==> config.mk <==
export PLATFORM = sky130hd
export DESIGN_NAME = one_euro_filter
export DESIGN_NICKNAME = d
export VERILOG_FILES = /design/src/ofe_pkg.sv /design/src/ofe_alu.sv /design/src/one_euro_filter.sv
export SDC_FILE = /design/constraint.sdc
export NUM_CORES = 2
export LEC_CHECK = 0
export BUFFER_PORTS_ARGS = -buffer_cell sky130_fd_sc_hd__buf_2
export CAP_MARGIN = 10
export CORE_ASPECT_RATIO = 1.75
export CORE_MARGIN = 2
export CORE_UTILIZATION = 55
export DETAILED_ROUTE_END_ITERATION = 16
export PLACE_DENSITY = 0.72
export SLEW_MARGIN = 20
export SYNTH_ARGS = -nofsm -noshare
export SYNTH_HDL_FRONTEND = slang
export SYNTH_HIERARCHICAL = 1
export SYNTH_SLANG_ARGS = --single-unit
==> constraint.sdc <==
create_clock -name clk_i -period 18.7 [get_ports clk_i]
set_input_delay 5.61 -clock clk_i [delete_from_list [all_inputs] [get_ports clk_i]]
set_output_delay 5.61 -clock clk_i [all_outputs]
set_load 0.005 [all_outputs]
==> src/ofe_pkg.sv <==
// Shared types and constants for the one-euro filter.
package ofe_pkg;

  localparam int unsigned RegW       = 32;
  localparam int unsigned CfgIdxW    = 8;
  localparam int unsigned CntW       = 5;
  localparam int unsigned TwoPiShift = 29;
  localparam int unsigned WW         = 35;
  localparam int unsigned DenW       = 36;

  localparam logic [RegW-1:0] TwoPiQ29 = 32'd3373259426;
  localparam logic [RegW-1:0] SatPos   = 32'h7fff_ffff;
  localparam logic [RegW-1:0] SatNeg   = 32'h8000_0000;

  typedef enum logic [CfgIdxW-1:0] {
    CFG_SAMPLE_RATE       = 8'd0,
    CFG_MIN_CUTOFF        = 8'd1,
    CFG_SPEED_GAIN        = 8'd2,
    CFG_DERIVATIVE_CUTOFF = 8'd3
  } cfg_idx_e;

  typedef enum logic {
    ALU_MUL,
    ALU_DIV
  } alu_op_e;

  typedef enum logic [3:0] {
    ST_IDLE,
    ST_RATE,
    ST_W_D,
    ST_DIV_D,
    ST_BLEND_D,
    ST_GAIN,
    ST_W_V,
    ST_DIV_V,
    ST_BLEND_V,
    ST_OUT
  } ofe_state_e;

  typedef struct packed {
    logic    start;
    alu_op_e op;
  } alu_req_t;

endpackage

==> src/ofe_alu.sv <==
// Shared bit-serial multiplier and restoring divider for the one-euro filter.
module ofe_alu import ofe_pkg::*; #(
  parameter int unsigned DATA_W    = 32,
  parameter int unsigned FRAC_BITS = 16
) (
  input  logic                             clk_i,
  input  logic                             rst_ni,
  input  alu_req_t                         req_i,
  input  logic [DATA_W-1:0]                a_i,
  input  logic [RegW-1:0]                  b_i,
  input  logic [DenW+FRAC_BITS-1:0]        num_i,
  input  logic [DenW-1:0]                  den_i,
  output logic                             done_o,
  output logic [DATA_W+RegW-1:0]           prod_o,
  output logic [FRAC_BITS:0]               quo_o
);

  localparam int unsigned PW = DATA_W + RegW;
  localparam int unsigned NW = DenW + FRAC_BITS;
  localparam int unsigned QW = FRAC_BITS + 1;

  logic            busy_q, busy_d;
  logic            done_q, done_d;
  logic [CntW-1:0] cnt_q, cnt_d;
  alu_op_e         op_q, op_d;
  logic [DATA_W-1:0] a_q, a_d;
  logic [DenW-1:0] den_q, den_d;
  logic [PW-1:0]   prod_q, prod_d;
  logic [DenW-1:0] rem_q, rem_d;
  logic [QW-1:0]   qn_q, qn_d;

  logic [DATA_W:0] acc_sum;
  logic [DenW:0]   trial;
  logic            ge;

  always_comb begin
    acc_sum = {1'b0, prod_q[PW-1:RegW]} + (prod_q[0] ? {1'b0, a_q} : '0);
    trial   = {rem_q, qn_q[QW-1]};
    ge      = trial >= {1'b0, den_q};
  end

  always_comb begin
    busy_d = busy_q;
    done_d = busy_q && (cnt_q == '0);
    cnt_d  = cnt_q;
    op_d   = op_q;
    a_d    = a_q;
    den_d  = den_q;
    prod_d = prod_q;
    rem_d  = rem_q;
    qn_d   = qn_q;
    if (req_i.start) begin
      busy_d = 1'b1;
      op_d   = req_i.op;
      a_d    = a_i;
      den_d  = den_i;
      prod_d = {{DATA_W{1'b0}}, b_i};
      rem_d  = {1'b0, num_i[NW-1:QW]};
      qn_d   = num_i[QW-1:0];
      cnt_d  = (req_i.op == ALU_MUL) ? CntW'(RegW - 1) : CntW'(QW - 1);
    end else if (busy_q) begin
      if (op_q == ALU_MUL) begin
        prod_d = {acc_sum, prod_q[RegW-1:1]};
      end else begin
        rem_d = ge ? DenW'(trial - {1'b0, den_q}) : trial[DenW-1:0];
        qn_d  = {qn_q[QW-2:0], ge};
      end
      if (cnt_q == '0) begin
        busy_d = 1'b0;
      end else begin
        cnt_d = cnt_q - 1'b1;
      end
    end
  end

  always_ff @(posedge clk_i or negedge rst_ni) begin
    if (!rst_ni) begin
      busy_q <= 1'b0;
      done_q <= 1'b0;
      cnt_q  <= '0;
      op_q   <= ALU_MUL;
    end else begin
      busy_q <= busy_d;
      done_q <= done_d;
      cnt_q  <= cnt_d;
      op_q   <= op_d;
    end
  end

  always_ff @(posedge clk_i) begin
    a_q    <= a_d;
    den_q  <= den_d;
    prod_q <= prod_d;
    rem_q  <= rem_d;
    qn_q   <= qn_d;
  end

  assign done_o = done_q;
  assign prod_o = prod_q;
  assign quo_o  = qn_q;

endmodule

==> src/one_euro_filter.sv <==
// One-euro adaptive low-pass filter top level with its step sequencer.
// The filter takes one word at a time and holds s_axis_tready low until the
// result word has been taken. The first sample after reset passes straight
// through, and m_axis_tvalid rises in the cycle after it is accepted. Every
// later sample runs through one shared bit-serial multiplier and restoring
// divider: six products and two divisions in turn, after which m_axis_tvalid
// rises. Configuration writes are always taken and must only be issued while
// no word is in flight.
module one_euro_filter import ofe_pkg::*; #(
  parameter int unsigned SAMPLE_WIDTH = 32,
  parameter int unsigned FRAC_BITS    = 16
) (
  input  logic                                    clk_i,
  input  logic                                    rst_ni,
  input  logic                                    s_axis_tvalid,
  output logic                                    s_axis_tready,
  // Fields from bit 0: sample.
  input  logic [((SAMPLE_WIDTH+7)/8)*8-1:0]       s_axis_tdata,
  output logic                                    m_axis_tvalid,
  input  logic                                    m_axis_tready,
  // Fields from bit 0: smoothed.
  output logic [((SAMPLE_WIDTH+7)/8)*8-1:0]       m_axis_tdata,
  input  logic                                    cfg_valid_i,
  output logic                                    cfg_ready_o,
  input  logic [CfgIdxW-1:0]                      cfg_index_i,
  input  logic [RegW-1:0]                         cfg_data_i
);

  localparam int unsigned SW = SAMPLE_WIDTH;
  localparam int unsigned DW = (SAMPLE_WIDTH > RegW) ? SAMPLE_WIDTH : RegW;
  localparam int unsigned BW = DW + 1;
  localparam int unsigned PW = DW + RegW;
  localparam int unsigned TW = ((SAMPLE_WIDTH + 7) / 8) * 8;
  localparam int unsigned NW = DenW + FRAC_BITS;
  localparam logic [RegW-1:0] OneFx    = RegW'(1) << FRAC_BITS;
  localparam logic [RegW-1:0] RateInit = RegW'(120) << FRAC_BITS;
  localparam logic [PW-1:0]   HalfFx   = PW'(1) << (FRAC_BITS - 1);

  ofe_state_e state_q, state_d;
  logic       launched_q, launched_d;
  logic       primed_q, primed_d;
  logic [RegW-1:0] rate_q, rate_d;
  logic [RegW-1:0] mincut_q, mincut_d;
  logic [RegW-1:0] gain_q, gain_d;
  logic [RegW-1:0] dcut_q, dcut_d;

  logic [SW-1:0]        x_q, x_d;
  logic [SW-1:0]        prev_q, prev_d;
  logic [SW-1:0]        sv_q, sv_d;
  logic [RegW-1:0]      srate_q, srate_d;
  logic [RegW-1:0]      deriv_q, deriv_d;
  logic [RegW-1:0]      cut_q, cut_d;
  logic [WW-1:0]        w_q, w_d;
  logic [FRAC_BITS-1:0] alpha_q, alpha_d;

  alu_req_t             alu_req;
  logic                 alu_start;
  alu_op_e              alu_op;
  logic [DW-1:0]        alu_a;
  logic [RegW-1:0]      alu_b;
  logic [NW-1:0]        alu_num;
  logic [DenW-1:0]      alu_den;
  logic                 alu_done;
  logic [PW-1:0]        prod;
  logic [FRAC_BITS:0]   quo;

  logic                 s_fire, cfg_fire;
  logic [SW-1:0]        sample;

  logic [SW:0]          rd;
  logic                 rneg;
  logic [SW:0]          rmag_full;
  logic [PW-FRAC_BITS-1:0] rp;
  logic [RegW-1:0]      rlim, rsat, deriv_new;

  logic [BW-1:0]        bprev, bx, bd, bmag_full, bres;
  logic                 bneg;
  logic [PW-1:0]        rsum;
  logic [DW-1:0]        delta;

  logic [RegW-1:0]      sabs;
  logic [2*RegW:0]      csum;
  logic [RegW-1:0]      cut_new;
  logic [FRAC_BITS-1:0] alpha_new;

  assign s_fire        = s_axis_tvalid && s_axis_tready;
  assign cfg_fire      = cfg_valid_i && cfg_ready_o;
  assign cfg_ready_o   = 1'b1;
  assign s_axis_tready = (state_q == ST_IDLE);
  assign m_axis_tvalid = (state_q == ST_OUT);
  assign m_axis_tdata  = TW'(sv_q);
  assign sample        = s_axis_tdata[SW-1:0];
  assign alu_req       = '{start: alu_start, op: alu_op};

  // Rate of change: |x - prev| * rate >> F, saturated to signed 32 bits.
  always_comb begin
    rd        = {x_q[SW-1], x_q} - {prev_q[SW-1], prev_q};
    rneg      = rd[SW];
    rmag_full = rneg ? (~rd + 1'b1) : rd;
    rp        = prod[PW-1:FRAC_BITS];
    rlim      = rneg ? SatNeg : SatPos;
    rsat      = (rp > (PW-FRAC_BITS)'(rlim)) ? rlim : rp[RegW-1:0];
    deriv_new = rneg ? (~rsat + 1'b1) : rsat;
  end

  // Blend operands and the rounded step toward the new value.
  always_comb begin
    if (state_q == ST_BLEND_D) begin
      bprev = {{(BW-RegW){srate_q[RegW-1]}}, srate_q};
      bx    = {{(BW-RegW){deriv_q[RegW-1]}}, deriv_q};
    end else begin
      bprev = {{(BW-SW){sv_q[SW-1]}}, sv_q};
      bx    = {{(BW-SW){x_q[SW-1]}}, x_q};
    end
    bd        = bx - bprev;
    bneg      = bd[DW];
    bmag_full = bneg ? (~bd + 1'b1) : bd;
    rsum      = prod + HalfFx;
    delta     = rsum[FRAC_BITS +: DW];
    bres      = bneg ? (bprev - {1'b0, delta}) : (bprev + {1'b0, delta});
  end

  always_comb begin
    sabs      = srate_q[RegW-1] ? (~srate_q + 1'b1) : srate_q;
    csum      = (2*RegW+1)'(prod[2*RegW-1:FRAC_BITS]) + (2*RegW+1)'(mincut_q);
    cut_new   = (csum > (2*RegW+1)'({RegW{1'b1}})) ? {RegW{1'b1}} : csum[RegW-1:0];
    alpha_new = quo[FRAC_BITS] ? {FRAC_BITS{1'b1}} : quo[FRAC_BITS-1:0];
    alu_den   = DenW'(w_q) + DenW'(rate_q);
    alu_num   = {1'b0, w_q, {FRAC_BITS{1'b0}}} + NW'(alu_den[DenW-1:1]);
  end

  // Operand selection for the shared unit.
  always_comb begin
    alu_op = ALU_MUL;
    alu_a  = bmag_full[DW-1:0];
    alu_b  = RegW'(alpha_q);
    case (state_q)
      ST_RATE: begin
        alu_a = DW'(rmag_full[SW-1:0]);
        alu_b = rate_q;
      end
      ST_W_D: begin
        alu_a = DW'(dcut_q);
        alu_b = TwoPiQ29;
      end
      ST_GAIN: begin
        alu_a = DW'(sabs);
        alu_b = gain_q;
      end
      ST_W_V: begin
        alu_a = DW'(cut_q);
        alu_b = TwoPiQ29;
      end
      ST_DIV_D, ST_DIV_V: begin
        alu_op = ALU_DIV;
      end
      default: begin
      end
    endcase
  end

  // Sequencer.
  always_comb begin
    state_d    = state_q;
    launched_d = launched_q;
    primed_d   = primed_q;
    alu_start  = 1'b0;
    x_d        = x_q;
    prev_d     = prev_q;
    sv_d       = sv_q;
    srate_d    = srate_q;
    deriv_d    = deriv_q;
    cut_d      = cut_q;
    w_d        = w_q;
    alpha_d    = alpha_q;
    case (state_q)
      ST_IDLE: begin
        if (s_fire) begin
          x_d = sample;
          if (primed_q) begin
            state_d = ST_RATE;
          end else begin
            state_d  = ST_OUT;
            srate_d  = '0;
            prev_d   = sample;
            sv_d     = sample;
            primed_d = 1'b1;
          end
        end
      end
      ST_OUT: begin
        if (m_axis_tready) begin
          state_d = ST_IDLE;
        end
      end
      default: begin
        alu_start  = !launched_q;
        launched_d = 1'b1;
        if (alu_done) begin
          launched_d = 1'b0;
          case (state_q)
            ST_RATE: begin
              deriv_d = deriv_new;
              state_d = ST_W_D;
            end
            ST_W_D: begin
              w_d     = prod[TwoPiShift +: WW];
              state_d = ST_DIV_D;
            end
            ST_DIV_D: begin
              alpha_d = alpha_new;
              state_d = ST_BLEND_D;
            end
            ST_BLEND_D: begin
              srate_d = bres[RegW-1:0];
              state_d = ST_GAIN;
            end
            ST_GAIN: begin
              cut_d   = cut_new;
              state_d = ST_W_V;
            end
            ST_W_V: begin
              w_d     = prod[TwoPiShift +: WW];
              state_d = ST_DIV_V;
            end
            ST_DIV_V: begin
              alpha_d = alpha_new;
              state_d = ST_BLEND_V;
            end
            ST_BLEND_V: begin
              sv_d    = bres[SW-1:0];
              prev_d  = x_q;
              state_d = ST_OUT;
            end
            default: begin
              state_d = ST_IDLE;
            end
          endcase
        end
      end
    endcase
  end

  // Register writes; zero is stored as 1.0 for the frequency registers.
  always_comb begin
    rate_d   = rate_q;
    mincut_d = mincut_q;
    gain_d   = gain_q;
    dcut_d   = dcut_q;
    if (cfg_fire) begin
      case (cfg_index_i)
        CFG_SAMPLE_RATE:       rate_d   = (cfg_data_i == '0) ? OneFx : cfg_data_i;
        CFG_MIN_CUTOFF:        mincut_d = (cfg_data_i == '0) ? OneFx : cfg_data_i;
        CFG_SPEED_GAIN:        gain_d   = cfg_data_i;
        CFG_DERIVATIVE_CUTOFF: dcut_d   = (cfg_data_i == '0) ? OneFx : cfg_data_i;
        default: begin
        end
      endcase
    end
  end

  always_ff @(posedge clk_i or negedge rst_ni) begin
    if (!rst_ni) begin
      state_q    <= ST_IDLE;
      launched_q <= 1'b0;
      primed_q   <= 1'b0;
      rate_q     <= RateInit;
      mincut_q   <= OneFx;
      gain_q     <= '0;
      dcut_q     <= OneFx;
    end else begin
      state_q    <= state_d;
      launched_q <= launched_d;
      primed_q   <= primed_d;
      rate_q     <= rate_d;
      mincut_q   <= mincut_d;
      gain_q     <= gain_d;
      dcut_q     <= dcut_d;
    end
  end

  always_ff @(posedge clk_i) begin
    x_q     <= x_d;
    prev_q  <= prev_d;
    sv_q    <= sv_d;
    srate_q <= srate_d;
    deriv_q <= deriv_d;
    cut_q   <= cut_d;
    w_q     <= w_d;
    alpha_q <= alpha_d;
  end

  ofe_alu #(
    .DATA_W   (DW),
    .FRAC_BITS(FRAC_BITS)
  ) u_ofe_alu (
    .clk_i (clk_i),
    .rst_ni(rst_ni),
    .req_i (alu_req),
    .a_i   (alu_a),
    .b_i   (alu_b),
    .num_i (alu_num),
    .den_i (alu_den),
    .done_o(alu_done),
    .prod_o(prod),
    .quo_o (quo)
  );

endmodule

[After elaboration in Yosys (flattened, before gate mapping)]
Cells that the tools add are included.
Operators by class
  $add $sub $neg: 15
  order comparisons: 3
  equal/unequal tests: 17
  muxes and demuxes: 52
  bitwise gates (word level): 7
  reductions and logical operators: 33
Operator list (number)
  two-way mux 32 bit: 22
  case mux 32 bit (2 select lines): 3
  adder 32 x 1 -> 32 bit (second input constant): 4
  NOT 32 bit: 4
  case mux 32 bit (4 select lines): 1
  two-way mux 35 bit: 3
  case mux 32 bit (3 select lines): 1
  two-way mux 33 bit: 2
  adder 51 x 35 -> 52 bit: 1
  two-way mux 17 bit: 3
  adder 48 x 32 -> 49 bit: 1
  > comparator 49 x 32 -> 1 bit (second input constant): 1
  adder 48 x 16 -> 48 bit (second input constant): 1
  > comparator 48 x 32 -> 1 bit: 1
  >= comparator 37 x 36 -> 1 bit: 1
  adder 35 x 32 -> 36 bit: 1
  two-way mux 36 bit: 1
  subtractor 36 bit: 1
  adder 32 x 32 -> 33 bit: 1
  subtractor 32 x 32 -> 33 bit: 1
  subtractor 33 bit: 1
  adder 32 bit: 1
  zero test 32 bit: 1
  case mux 4 bit (8 select lines): 1
  other kinds (26): 69
Word-level totals
  bits in registers: 570
  output and inout port bits: 35
  word-level logic and storage cells: 153

[Depth between registers and ports, before layout]
  depth after elaboration: 7
  depth in mapped cells: 34
  gate-level depth less buffers: 30

[By module]
Netlist, hierarchy kept.
By module, submodules not included
  one_euro_filter: times used 1, cells an instance 3501, area each 31546.5 um2, sequential area each 10657.7 um2
  ofe_alu: times used 1, cells an instance 1047, area each 11274.6 um2, sequential area each 5425.2 um2

[Worst setup path after synthesis]
No wires, ideal clock.
  path kind: in2reg
  start point: input s_axis_tvalid
  end point: register srate_q[0], enable pin
  arrival: 8.906 ns
  path slack: 9.292 ns
  cell stages on the path: 3
  cell sequence: nor3b_1 > a21oi_1 > nor4_1
On the way
  longest elaborated chain between the ends: 3
RTL lines
  start: declaration: RTL line one_euro_filter.sv:15  | input logic s_axis_tvalid,
  logical AND 1 bit: RTL line one_euro_filter.sv:86  | assign s_fire = s_axis_tvalid && s_axis_tready;
  != test 2 x 1 -> 1 bit (no source line)
  AND reduction 5 bit (no source line)
  end signal: assignment: RTL line one_euro_filter.sv:286  | srate_q <= srate_d;
  end: declaration: RTL line one_euro_filter.sv:50  | logic [RegW-1:0] srate_q, srate_d;
Every way passes these cells.
A chain may end at the register's enable or synchronous reset.

[Final worst setup path]
  start point: register state_q[3]
  end point: register sv_q[31], in the netlist m_axis_tdata[31] (data pin)
On the way
  longest elaborated chain between the ends: 7
RTL lines
  start: declaration: RTL line one_euro_filter.sv:39  | ofe_state_e state_q, state_d;
  start signal: assignment: RTL line one_euro_filter.sv:272  | state_q <= state_d;
  equality test 4 x 3 -> 1 bit: RTL line one_euro_filter.sv:108  | if (state_q == ST_BLEND_D) begin
  two-way mux 33 bit: RTL line one_euro_filter.sv:108
  subtractor 33 bit, or another cell as far along: RTL line one_euro_filter.sv:115  | bd = bx - bprev;
  two-way mux 32 bit: RTL line one_euro_filter.sv:120  | bres = bneg ? (bprev - {1'b0, delta}) : (bprev + {1'b0, delta});
  two-way mux 32 bit: RTL line one_euro_filter.sv:201  | case (state_q)
  two-way mux 32 bit: RTL line one_euro_filter.sv:199  | if (alu_done) begin
  case mux 32 bit (2 select lines) (*): RTL line one_euro_filter.sv:176  | case (state_q)
  net sv_d[31]: RTL line one_euro_filter.sv:49  | logic [SW-1:0] sv_q, sv_d;
  end signal: assignment: RTL line one_euro_filter.sv:285  | sv_q <= sv_d;
  end: declaration: RTL line one_euro_filter.sv:49
Mark *: on every way through the listed nets, which the timed path passes. The rest lies on a longest branch. The select of a mux whose other input is x is not followed.

==> impl_metrics.yaml <==
status:
  status: "complete, no violations"
floorplanning:
  io_pins: 112
  rows: 135
  fp.dieH_um: 373
  dieArea_um2: 80200
  die_w_um: 215
  start_util_pct: 55.5
  core_um2: 77200
grt:
  grt_max_degree: 81
  grt_util_all_layers_pct: 34.1
  overflow: 0
  grt_pass1_vias: 36507
  grt_antenna_before_repair: 6
  grt_pass1_wl_mm: 210
synthesis:
  syn_inst: 4548
  ys.warnings.count: 6
  async_reset_ff_share_pct: 24.9
  synthesis.nets: 4919
  synth-simple-area-share_pct: 15.2
  synthAdderAreaFrac_pct: 8.73
  syn_area_um2: 42800
  synth_top_family_by_area: "compound AO/OA/AOI/OAI gates"
  seq_area_frac_synth_pct: 37.6
  synth_cell_type_count: 113
  ys.flop_type: "edfxtp_1"
  synth_edf_count: 395
  synthXorXnorAreaFrac_pct: 7.26
  yosys_register_bits: 570
  synth_compound_area_share_pct: 19.4
  synthMuxAreaShare_pct: 7.87
  syn_avg_cell_area_um2: 9.42
worst_setup_path:
  startpoint_type: "flip-flop"
  worstPathMaxFanout: 45
  slowest_delay_ns: 0.79
  reg2reg_depth: 31
  crit_type: "flip-flop to flip-flop"
  r2r_start: "state_q[3]"
  cp_slowest_cell: "or2_2"
  cp-end-kind: "flip-flop"
  cp_data_required_time_ns: 19.10
  crit_top_cell: "o211ai_1"
  cp.arrival_ns: 9.53
  critPathLaunch: "state_q[3]"
  regToRegSetupSlack_ns: 9.57
clocking:
  clk_latency_ns: 0.66
  clockBufferDepth: 3
  cts_buffers: 53
  post_cts_buffers: 0
  cts_root_buffer: "clkbuf_16"
  cts.clk_slew.worst_paths_ns: 0.07
  ctsResizeCount: 0
  holdBufCountCts: 0
  cts_tree: "done"
  cts_num_sinks: 570
  htreeDepth: 2
detailed_routing:
  wl_per_cell_um: 24.8
  vias: 36291
  vias_per_cell: 6.43
  drt-initial-drc-count: 2816
  drt_pass1_iterations: 6
  drc_errors: 0
  ant_nets: 0
  wl_mm: 140
placed_design:
  io_buffer_count: 110
  hpwlAfterDp_mm: 108
  gp_congestion: 0.988
  pre_cts_slack_ns: 9.78
power:
  ir_drop_v: 0.000160
  total_power_mw: 7.26
  leakage_nw: 19.1
  powerDensity_nw_per_um2: 157
sta:
  tns_ns: 0
  worstMarginPinSlew_ns: 1.12
  whs_ns: 0.507
  fin_crit_ns: 9.13
  rsz0062_at_grt: "false"
  fin_skew_ns: 0.0311
  finalHoldViolations: 0
  fin_ws_ns: 9.57
  slew_headroom_pct: 24.7
  finalMaxSlewViolations: 0
  setup_viol: 0
  fin_crit_sh_pct: 48.8
  fmax_ghz: 0.110
job:
  cap_viol_max_count: 0
min_path:
  whs_path_depth: 1
  hold_path_class: "flip-flop to flip-flop"
  hp-start: "dcut_q[11]"
final_layout:
  drive_gt1_share_pct: 13.0
  fill_cells: 6762
  num-nets-final: 4940
  area_growth_pct: 8.08
sequential cells by signal (all words and copies together), names as in the netlist, 4 cells and up:
| name | flops |
|---|---|
| gain_q | 32 |
| state_q | 4 |
| w_q | 35 |
| u_ofe_alu/a_q | 32 |
| rate_q | 32 |
| u_ofe_alu/den_q | 36 |
| u_ofe_alu/rem_q | 36 |
| alpha_q | 16 |
| u_ofe_alu/prod_o | 64 |
| deriv_q | 32 |
| srate_q | 32 |
| x_q | 32 |
| prev_q | 32 |
| mincut_q | 32 |
| cut_q | 32 |
| u_ofe_alu/cnt_q | 5 |
| dcut_q | 32 |
| m_axis_tdata | 32 |
| u_ofe_alu/quo_o | 17 |
kinds of logic (layout without fill, tap and decap cells):
group | count (synthesis) | count (layout)
xor gates and xnor gates | 355 | 355
and+or+nand+nor | 1328 | 1328
other | 1 | 4
AOI/OAI and AO/OA | 1253 | 1253
muxes | 308 | 308
DFF | 570 | 570
adders and majority gates | 294 | 294
buffers and inverters | 439 | 504
report_power, final:
group / internal [mW] / switching [mW]
clock: 0.664 / 0.532
sequential: 1.81 / 0.260
combinational: 1.54 / 2.46
synthesized netlist by cell type, types with 34 or more instances:
| cell | n | area, um2 |
|---|---|---|
| nand3_1 | 88 | 440 |
| dfrtp_1 | 136 | 3400 |
| nand2b_1 | 61 | 382 |
| inv_1 | 235 | 882 |
| nand4_1 | 68 | 425 |
| o21ai_0 | 216 | 1080 |
| o21a_1 | 45 | 338 |
| o22ai_1 | 48 | 300 |
| o21ai_1 | 34 | 170 |
| or2_2 | 36 | 225 |
| a21o_1 | 153 | 1150 |
| mux2_2 | 229 | 2580 |
| nor2_1 | 283 | 1060 |
| xor2_1 | 131 | 1150 |
| mux2i_1 | 78 | 781 |
| o21bai_1 | 49 | 368 |
| and2_1 | 64 | 400 |
| nand2_1 | 422 | 1580 |
| a211oi_1 | 50 | 375 |
| xnor2_1 | 224 | 1960 |
| ha_1 | 286 | 3580 |
| nor4_1 | 41 | 257 |
| and3_1 | 34 | 213 |
| a21oi_1 | 339 | 1700 |
| nor3_1 | 84 | 420 |
| a31oi_1 | 41 | 257 |
| clkbuf_1 | 164 | 616 |
| edfxtp_1 | 395 | 11900 |
cell usage in the layout (no fill, tap or decap), types with 50 or more instances in the layout:
cell,instances
nand4_1,68
buf_4,58
edfxtp_1,395
nand3_1,87
xnor2_1,224
inv_1,234
nor3_1,82
dfrtp_1,135
a21oi_1,339
mux2i_1,78
mux2_2,229
nand2b_1,60
buf_2,109
nor2_1,277
and2_1,64
o21ai_0,216
xor2_1,131
a211oi_1,50
nand2_1,421
a21o_1,153
clkbuf_16,58
ha_1,286
routing by layer:
layer | GRT usage (%) | up-vias | wire [um]
met5 | 0 | - | 53
met4 | 26.3 | 8 | 12100
met3 | 4.28 | 540 | 7180
met2 | 62.6 | 1387 | 71700
met1 | 35.0 | 17482 | 48700
li1 | - | 16874 | -
cell type report:
class	instances	area [um2]	share of cell area (%)
Antenna cell	3	7.51	0.0162
Sequential cell	570	16100	34.8
Clock inverter	34	389	0.841
Clock buffer	65	1510	3.26
Tap cell	1027	1280	2.78
Multi-Input combinational cell	3539	25100	54.3
Timing Repair Buffer	168	992	2.14
Inverter	237	890	1.92
final timing paths:
check | end
setup reg to reg | m_axis_tdata[31]
min in group asynchronous | dcut_q[6]
setup / recovery | m_axis_tdata[31]
max in group asynchronous | state_q[2]
hold / removal | dcut_q[11]
hold reg to reg | dcut_q[11]
per-stage QoR:
step | cells | area, um2 | utilization [%]
after floorplan | 4548 | 42800 | -
after global placement | 5541 | 44400 | 57.5
after detailed placement | 5541 | 44400 | 57.5
after CTS | 5640 | 46300 | 59.9
after global routing | 5642 | 46300 | 60.0
final | 5643 | 46300 | 60.0
critical path, delay by kind of cell (launching register included):
kind	cells	cell delay, ns
XOR/XNOR	2	0.32
AND/OR/NAND/NOR	11	2.93
flip-flops	1	0.48
buffers and inverters	5	1.24
multiplexers	1	0.32
AO/OA/AOI/OAI	9	2.67
adder cells (fa/ha/maj)	3	0.77
(Power assumes the default switching activity.)
